<file path="src/design/swa_pkg.sv">
// Shared types and constants of the sliding window identifier allocator.
package swa_pkg;

    localparam int WINDOW_BYTES_DEF = 4;
    localparam int ID_SPACE_DEF     = 65536;

    localparam int ID_W     = 16;
    localparam int OPCODE_W = 2;
    localparam int BYTE_W   = 8;

    localparam logic [OPCODE_W-1:0] OP_ALLOC   = 2'd0;
    localparam logic [OPCODE_W-1:0] OP_QUERY   = 2'd1;
    localparam logic [OPCODE_W-1:0] OP_RELEASE = 2'd2;

    typedef struct packed {
        logic [OPCODE_W-1:0] opcode;
        logic [ID_W-1:0]     id;
    } item_t;

    typedef struct packed {
        logic [ID_W-1:0] new_id;
        logic            is_valid;
        logic            full_res;
        logic            ignored;
    } result_t;

endpackage

</file>
<file path="src/design/swa_in_reg.sv">
// Input register: holds one accepted word until the result stage takes it.
module swa_in_reg
(
    input  logic            clk,
    input  logic            rst_n,
    input  logic            in_valid,
    output logic            in_stall,
    input  swa_pkg::item_t  item,
    input  logic            advance,
    output logic            item_valid,
    output swa_pkg::item_t  item_q
);

    logic           valid_reg;
    swa_pkg::item_t item_reg;

    assign in_stall   = valid_reg && !advance;
    assign item_valid = valid_reg;
    assign item_q     = item_reg;

    always_ff @(posedge clk or negedge rst_n)
    begin
        if (!rst_n)
        begin
            valid_reg <= 1'b0;
        end
        else if (!in_stall)
        begin
            valid_reg <= in_valid;
        end
    end

    always_ff @(posedge clk)
    begin
        if (in_valid && !in_stall)
        begin
            item_reg <= item;
        end
    end

endmodule

</file>
<file path="src/design/swa_core.sv">
// Allocator state (window start, next free id, release bitmap) and per-word logic.
module swa_core
#(
    parameter int WINDOW_BYTES = swa_pkg::WINDOW_BYTES_DEF,
    parameter int ID_SPACE     = swa_pkg::ID_SPACE_DEF
)
(
    input  logic             clk,
    input  logic             rst_n,
    input  logic             fire,
    input  swa_pkg::item_t   item,
    output swa_pkg::result_t result
);

    localparam int SPAN_BITS = WINDOW_BYTES * swa_pkg::BYTE_W;
    localparam int OFF_W     = $clog2(SPAN_BITS);
    localparam int CNT_W     = swa_pkg::ID_W + 1;
    localparam int LIMIT_I   = (SPAN_BITS < ID_SPACE - 1) ? SPAN_BITS : ID_SPACE - 1;

    localparam logic [CNT_W-1:0] SPACE_C = CNT_W'(ID_SPACE);
    localparam logic [CNT_W-1:0] LIMIT_C = CNT_W'(LIMIT_I);
    localparam logic [CNT_W-1:0] SPAN_C  = CNT_W'(SPAN_BITS);
    localparam logic [CNT_W-1:0] BYTE_C  = CNT_W'(swa_pkg::BYTE_W);
    localparam logic [CNT_W-1:0] ONE_C   = CNT_W'(1);

    logic [swa_pkg::ID_W-1:0] ws_reg, ws_next;
    logic [swa_pkg::ID_W-1:0] nf_reg, nf_next;
    logic [SPAN_BITS-1:0]     bits_reg, bits_next;

    logic [CNT_W-1:0]     ws_ext, nf_ext, id_ext;
    logic [CNT_W-1:0]     live, rel_pos, nf_inc, ws_inc, ws_wrap;
    logic                 in_window;
    logic [OFF_W-1:0]     off;
    logic [SPAN_BITS-1:0] set_bits;

    always_comb
    begin
        ws_ext = {1'b0, ws_reg};
        nf_ext = {1'b0, nf_reg};
        id_ext = {1'b0, item.id};

        live    = (nf_ext >= ws_ext) ? (nf_ext - ws_ext) : (SPACE_C - ws_ext + nf_ext);
        rel_pos = (id_ext >= ws_ext) ? (id_ext - ws_ext) : (SPACE_C - ws_ext + id_ext);

        in_window = (id_ext < SPACE_C) && (rel_pos < live) && (rel_pos < SPAN_C);
        off       = rel_pos[OFF_W-1:0];
        set_bits  = bits_reg | (SPAN_BITS'(1) << off);

        nf_inc  = nf_ext + ONE_C;
        ws_inc  = ws_ext + BYTE_C;
        ws_wrap = ws_inc - SPACE_C;
    end

    always_comb
    begin
        ws_next   = ws_reg;
        nf_next   = nf_reg;
        bits_next = bits_reg;
        result    = '0;
        unique case (item.opcode)
            swa_pkg::OP_ALLOC:
            begin
                if (live >= LIMIT_C)
                begin
                    result.full_res = 1'b1;
                end
                else
                begin
                    result.new_id = nf_reg;
                    nf_next = (nf_inc >= SPACE_C) ? '0 : nf_inc[swa_pkg::ID_W-1:0];
                end
            end
            swa_pkg::OP_QUERY:
            begin
                result.is_valid = in_window && !bits_reg[off];
            end
            swa_pkg::OP_RELEASE:
            begin
                if (!in_window)
                begin
                    result.ignored = 1'b1;
                end
                else if ((rel_pos < BYTE_C) && (&set_bits[swa_pkg::BYTE_W-1:0]))
                begin
                    // first byte complete: drop it and slide the window by eight
                    bits_next = set_bits >> swa_pkg::BYTE_W;
                    ws_next   = (ws_inc >= SPACE_C) ? ws_wrap[swa_pkg::ID_W-1:0]
                                                    : ws_inc[swa_pkg::ID_W-1:0];
                end
                else
                begin
                    bits_next = set_bits;
                end
            end
            default:
            begin
                result = '0;
            end
        endcase
    end

    always_ff @(posedge clk or negedge rst_n)
    begin
        if (!rst_n)
        begin
            ws_reg   <= '0;
            nf_reg   <= '0;
            bits_reg <= '0;
        end
        else if (fire)
        begin
            ws_reg   <= ws_next;
            nf_reg   <= nf_next;
            bits_reg <= bits_next;
        end
    end

endmodule

</file>
<file path="src/design/swa_out_reg.sv">
// Result register: holds a finished word until the consumer takes it.
module swa_out_reg
(
    input  logic             clk,
    input  logic             rst_n,
    input  logic             item_valid,
    input  swa_pkg::result_t result,
    input  logic             out_stall,
    output logic             advance,
    output logic             out_valid,
    output swa_pkg::result_t result_q
);

    logic             valid_reg;
    swa_pkg::result_t result_reg;

    assign advance   = !valid_reg || !out_stall;
    assign out_valid = valid_reg;
    assign result_q  = result_reg;

    always_ff @(posedge clk or negedge rst_n)
    begin
        if (!rst_n)
        begin
            valid_reg <= 1'b0;
        end
        else if (advance)
        begin
            valid_reg <= item_valid;
        end
    end

    always_ff @(posedge clk)
    begin
        if (advance && item_valid)
        begin
            result_reg <= result;
        end
    end

endmodule

</file>
<file path="src/design/sliding_window_id_allocator_unit.sv">
// An accepted word is held in the input register, then its result in the result register.
// Throughput: one word per cycle while out_stall is low; the state update of one word and
// its result are one pass of logic between the input register and the result register.
// Reset (rst_n low, asynchronous): window start, next free id and release bitmap clear,
// both pipeline registers empty; no clearing pass, words are taken right after reset.
module sliding_window_id_allocator_unit
#(
    parameter int WINDOW_BYTES = swa_pkg::WINDOW_BYTES_DEF,
    parameter int ID_SPACE     = swa_pkg::ID_SPACE_DEF
)
(
    input  logic                          clk,
    input  logic                          rst_n,
    // input channel
    input  logic                          in_valid,
    output logic                          in_stall,
    input  logic [swa_pkg::OPCODE_W-1:0]  opcode,
    input  logic [swa_pkg::ID_W-1:0]      id,
    // result channel
    output logic                          out_valid,
    input  logic                          out_stall,
    output logic [swa_pkg::ID_W-1:0]      new_id,
    output logic                          is_valid,
    output logic                          full_res,
    output logic                          ignored
);

    swa_pkg::item_t   item_in;
    swa_pkg::item_t   item_q;
    swa_pkg::result_t result;
    swa_pkg::result_t result_q;
    logic             item_valid;
    logic             advance;
    logic             fire;

    assign item_in.opcode = opcode;
    assign item_in.id     = id;

    // Advance the held word into the state logic whenever the result register can take it.
    assign fire = item_valid && advance;

    swa_in_reg u_in_reg
    (
        .clk        (clk),
        .rst_n      (rst_n),
        .in_valid   (in_valid),
        .in_stall   (in_stall),
        .item       (item_in),
        .advance    (advance),
        .item_valid (item_valid),
        .item_q     (item_q)
    );

    // Window state and the allocate / query / release decode live here.
    swa_core
    #(
        .WINDOW_BYTES (WINDOW_BYTES),
        .ID_SPACE     (ID_SPACE)
    )
    u_core
    (
        .clk    (clk),
        .rst_n  (rst_n),
        .fire   (fire),
        .item   (item_q),
        .result (result)
    );

    // Hold the result while the consumer stalls; the input register keeps accepting
    // as long as this stage can drain.
    swa_out_reg u_out_reg
    (
        .clk        (clk),
        .rst_n      (rst_n),
        .item_valid (item_valid),
        .result     (result),
        .out_stall  (out_stall),
        .advance    (advance),
        .out_valid  (out_valid),
        .result_q   (result_q)
    );

    assign new_id   = result_q.new_id;
    assign is_valid = result_q.is_valid;
    assign full_res = result_q.full_res;
    assign ignored  = result_q.ignored;

endmodule

</file>
<file path="config.mk">
export PLATFORM = sky130hd
export DESIGN_NAME = sliding_window_id_allocator_unit
export DESIGN_NICKNAME = d
export VERILOG_FILES = /design/src/design/swa_pkg.sv /design/src/design/swa_in_reg.sv /design/src/design/swa_core.sv /design/src/design/swa_out_reg.sv /design/src/design/sliding_window_id_allocator_unit.sv
export SDC_FILE = /design/constraint.sdc
export NUM_CORES = 1
export LEC_CHECK = 0
export BUFFER_PORTS_ARGS = -buffer_cell sky130_fd_sc_hd__buf_2
export CORE_MARGIN = 2
export CORE_UTILIZATION = 48
export DETAILED_ROUTE_END_ITERATION = 6
export HOLD_SLACK_MARGIN = 0.02
export PLACE_DENSITY = 0.78
export RECOVER_POWER = 25
export SLEW_MARGIN = 15
export SYNTH_ARGS = -nofsm -noshare
export SYNTH_HDL_FRONTEND = slang
export SYNTH_SLANG_ARGS = --single-unit
</file>
<file path="constraint.sdc">
create_clock -name clk -period 5.7 [get_ports clk]
set_clock_uncertainty 0.15 [all_clocks]
set_input_delay 0.285 -clock clk [delete_from_list [all_inputs] [get_ports clk]]
set_output_delay 0.285 -clock clk [all_outputs]
set_load 0.01 [all_outputs]
</file>
======== Word-level counts from Yosys, hierarchy flattened ========
Index checks and enable logic that the tools add are counted.
Widths: inputs -> output; s select.
operators by class
  add/sub/neg operators ................... 8
  magnitude comparators ................... 9
  equal/unequal tests ..................... 2
  shifts and indexed selects .............. 1
  multiplexer cells ....................... 9
  bitwise operators ....................... 3
  reductions and logical operators ........ 18
operator list
  operator                number
  $add 17x16->17          2
  $ge 17x17->1 const B    2
  $mux 17                 2
  $sub 16x16->17          2
  $ge 16x16->1            2
  $mux 16                 2
  $mux 32                 1
  $or 32x32->32           1
  $shl 1x5->32 const A    1
  $add 16x1->17 const B   1
  $add 16x4->17 const B   1
  $ge 17x6->1 const B     1
  $lt 17x17->1            1
  $lt 17x4->1 const B     1
  $lt 17x6->1 const B     1
  $sub 17x16->17 const A  1
  $sub 16x1->16 const B   1
  $reduce_and 8->1        1
  $logic_and 1x1->1       6
  $lt 5x6->1 const B      1
  $reduce_and 3->1        2
  $bmux 1 s5              1
  $logic_not 1->1         5
  $reduce_and 4->1        1
  other kinds (7)         10
word-level totals
  bits in registers ....................... 103
  bits of input ports ..................... 22
  output and inout bits ................... 21

======== Logic depth before layout (Yosys ltp) ========
  word-level depth ........................ 8
  gate-level depth with buffers ........... 24
  gate-level depth less buffers ........... 22

======== Modules after synthesis ========
Synthesis repeated with hierarchy kept, for this count alone.
second synthesis, totals
  cells, all modules ...................... 1005
  area total of the unflattened synthesis .. 8974.9 um2
by module, submodules not included
  module                            instances  cells an instance  area each (um2)  seq. area each (um2)
  swa_core                          1          958                7752.4           1526.5
  swa_out_reg                       1          23                 618.1            595.6
  swa_in_reg                        1          23                 598.1            565.5
  sliding_window_id_allocator_unit  1          1                  6.3              0.0

======== Least setup slack after synthesis ========
OpenSTA, ideal clock, no wires.
  path type ............................... reg2reg
  start point ............................. register u_core.ws_reg[4] in the netlist's numbering
  end point ............................... register u_core.bits_reg[16]
  setup time .............................. 125 ps
  arrival ................................. 5148 ps
  data required time ...................... 5425 ps
  slack ................................... 278 ps
  cell stages (with the launch flop) ...... 21
  buffers on the path ..................... 2
  period minus slack after synthesis ...... 5422 ps
  cell sequence ........................... dfrtp_1 inv_1 ha_1 nor3b_1 xnor2_1 ha_1 clkbuf_1 a2111oi_0 o21ai_0 a21oi_1 o21bai_1 xnor2_1 nor2_1 a21oi_1 ha_1 a21oi_1 or4b_4 a311oi_4 a21o_1 buf_2 mux2_2
on the way
  longest elaborated chain between the ends .. 8
RTL lines
  what                                                    line             RTL
  start: declaration                                      swa_core.sv:26   logic [swa_pkg::ID_W-1:0] ws_reg, ws_next;
  start signal: assignment                                swa_core.sv:112  ws_reg <= ws_next;
  branches (longest 8 deep; another with $sub 17x16->17)  -
  end signal: assignment                                  swa_core.sv:114  bits_reg <= bits_next;
  end: declaration                                        swa_core.sv:28   logic [SPAN_BITS-1:0] bits_reg, bits_next;
Parallel ways; which one is timed is not known.
A chain may end at the register's enable or synchronous reset.

======== Final worst setup path ========
  start point ............................. register u_core.ws_reg[5] in the netlist's numbering
  end point ............................... register u_core.bits_reg[2]
on the way
  longest elaborated chain between the ends .. 7
RTL lines
  what
  branches (longest 7 deep; another with $sub 17x16->17)
Parallel ways; which one is timed is not known.

==> impl_metrics.ini <==
[final_layout]
postLayoutCoreUtil_pct = 55.2
area_growth_pct = 13.8
antennaDiodeCount = 0
fill_cells = 1634
final_common_cell = a21oi_1
layout-drive-gt1-share_pct = 11.7
largest_reg_flops = 32
final_cell_mix = a21oi_1, nand2_1, ha_1
instances_no_fill = 1349
num-nets-final = 1210

[placement]
dp.cells = 1311
portBuffers = 42
dp_hpwl_mm = 19.7
gp_congestion = 0.967
place_ws_ns = 0.165

[setup_path]
end_kind = register
path_class = register to register
timing.critical_path.mode_cell = buf_4
path_cells = nor2_1, nand2_1, nor3b_2, buf_4, xnor2_1, ha_1, a2111oi_1, o21ai_1, buf_4, nand2_1, xnor2_1, mux2i_1, ha_1, o21a_1, a21o_1, a31oi_1, or2_2, a2111o_1, a311oi_4, buf_4, a211oi_1, buf_4, a21oi_1, a21oi_1
critPathRequiredTime_ns = 5.78
critical-path-top-delay-family = compound AO/OA/AOI/OAI gates
start_kind = register
path_buf_inv = 4
slowest_stage = dfrtp_1
max_stage_delay_ns = 0.48
ff2ff_path_depth = 24
cp.depth = 24
worst-path-max-fanout = 7
arrival_ns = 5.59

[floorplanning]
core_area_um2 = 18600
pin_count = 43
dieArea_um2 = 19900
num_rows = 50
die_y_um = 141
die_width_um = 141
start_util_pct = 48.5

[yosys]
synth_edf_count = 37
synth_top_area_cell = dfrtp_1
synth_top_area_share_pct = 17.5
netlist_instances = 1036
yosysWarnings = 0
ys.flop_type = dfrtp_1
synth_area_leaders = dfrtp_1, edfxtp_1, ha_1
syn_nets = 1136
ys_seq_elements = 100
synth.cell_area_um2 = 9010
synth.distinct_cells = 82
ys_async_sr_fraction_pct = 63.0
synth_seq_area_share_pct = 29.8
synth_area_per_cell_um2 = 8.70

[timing]
min_period_over_period_pct = 96.7
tightestPinTransition_ns = 3.51
post-route-min-period_ns = 5.51
fin_tns_setup_ns = 0
fin_ws_ns = 0.188
fmax_mhz = 181
finalHoldViolCount = 0
slew-limit-headroom_pct = -134
maxSlewViolCount = 64
setup_viol = 0
grt_setup_unrepaired = true

[global_route]
grt_pass1_vias = 7995
grtUsageMet2_pct = 41.8
gr-usage-met1_pct = 34.2
antenna_found_initial = 0
grt_use_met3_pct = 5.47
grt_max_degree = 64
grt-busiest-layer = met2
grt_overflow_total = 0
grt_usage_pct = 25.7
grt_pass1_wl_mm = 40.8

[route]
wl_mm = 25.9
route.detailed.drc = 0
ant_nets = 0
via_per_inst = 6.36
firstDrtPassIters = 6
via_count = 8585
drt_iter0_markers = 892
wl_per_cell_um = 19.2

[cts]
clock_tree.root_cell = clkbuf_16
cts.path.max_buffers = 2
clkTransAtPathRegs_ns = 0.08
numCtsBuffers = 9
worstSkewPairLatency_ns = 0.36
cts_tree = built
clock_sinks = 100
htree_levels = 3

[job]
cap_viol_max_count = 1

[outcome]
violations = max-capacitance violations, max-slew violations
status = complete, but fails checks

[power_and_ir_drop]
power_density_nw_per_um2 = 179
p_leak_uw = 0.00430
peakVddDrop_v = 0.000139
p_total_uw = 1830

[hold_path]
worstHoldPathCells = 1
hold_class = register to register
-- report_power, final --
| part | leakage (uW) | switching, uW | internal [uW] |
|---|---|---|---|
| combinational | 0.00293 | 220 | 135 |
| clock | 0.000157 | 305 | 393 |
| sequential | 0.00121 | 12.1 | 768 |
-- synth_stat cells, types with 6 or more instances --
| cell type | number |
|---|---|
| nor2_1 | 65 |
| nand2_1 | 81 |
| nor3_1 | 37 |
| inv_1 | 46 |
| a31oi_1 | 14 |
| clkbuf_1 | 43 |
| o21ai_0 | 45 |
| xnor2_1 | 49 |
| a2111oi_0 | 11 |
| dfrtp_1 | 63 |
| a21o_1 | 25 |
| o21a_1 | 10 |
| o21bai_1 | 6 |
| edfxtp_1 | 37 |
| a21oi_1 | 116 |
| nand2b_1 | 14 |
| and3_1 | 27 |
| nor2b_1 | 12 |
| a2bb2oi_1 | 9 |
| xor2_1 | 20 |
| a211oi_1 | 13 |
| mux4_2 | 10 |
| nand3_1 | 21 |
| o211ai_1 | 11 |
| and2_1 | 8 |
| or3_1 | 9 |
| mux2i_1 | 14 |
| ha_1 | 74 |
| o31ai_1 | 9 |
| nand4_1 | 21 |
-- final cells by class --
type                            instances  area [um^2]  share of cell area [%]
Timing Repair Buffer                  114          773                    7.54
Clock buffer                            9          225                    2.20
Clock inverter                          7          111                    1.09
Inverter                               47          176                    1.72
Sequential cell                       100         2690                    26.2
Tap cell                              234          293                    2.86
Multi-Input combinational cell        838         5990                    58.4
-- repair_timing --
| item | in CTS | in global routing |
|---|---|---|
| endpoints found under the setup margin | 0 | 47 |
| gates resized for setup | 0 | 18 |
| buffers inserted | 0 | 1 |
| hold buffers | 21 | 0 |
| hold endpoints to repair | 83 | 0 |
-- cell families (layout without fill, tap and decap cells) --
| group | count (synthesis) | in the layout | synth area share, % |
|---|---|---|---|
| mux | 27 | 27 | 4.43 |
| compound gates | 323 | 323 | 23.7 |
| buf+inv | 98 | 177 | 4.40 |
| flops | 100 | 100 | 29.8 |
| xor+xnor | 69 | 69 | 6.71 |
| simple gates | 341 | 341 | 19.7 |
| fa+ha+maj | 78 | 78 | 11.2 |
-- routing by layer --
| layer | wire length (um) | share of wire (%) |
|---|---|---|
| met1 | 11200 | 43 |
| met3 | 2050 | 7.9 |
| met4 | 816 | 3.1 |
| met5 | 0 | 0 |
| met2 | 11800 | 46 |
-- final timing paths --
| check | startpoint | end | slack [ns] |
|---|---|---|---|
| worst max-delay path | u_core.ws_reg[5] | u_core.bits_reg[2] | 0.19 |
| min in group asynchronous | rst_n | u_core.nf_reg[1] | 1.61 |
| worst min register to register | u_core.ws_reg[13] | u_core.ws_reg[13] | 0.33 |
| worst max register to register | u_core.ws_reg[5] | u_core.bits_reg[2] | 0.19 |
| max in group asynchronous | rst_n | u_core.ws_reg[3] | 1.57 |
| worst min-delay path | u_core.ws_reg[13] | u_core.ws_reg[13] | 0.33 |
-- stage by stage --
step,area (um^2),hold WS (ns)
final,10300,0.332
after global routing,10300,0.342
after CTS,10200,0.330
after detailed placement,9670,0.313
after global placement,9670,0.311
after floorplan,9010,-0.161
(Power assumes the default switching activity.)
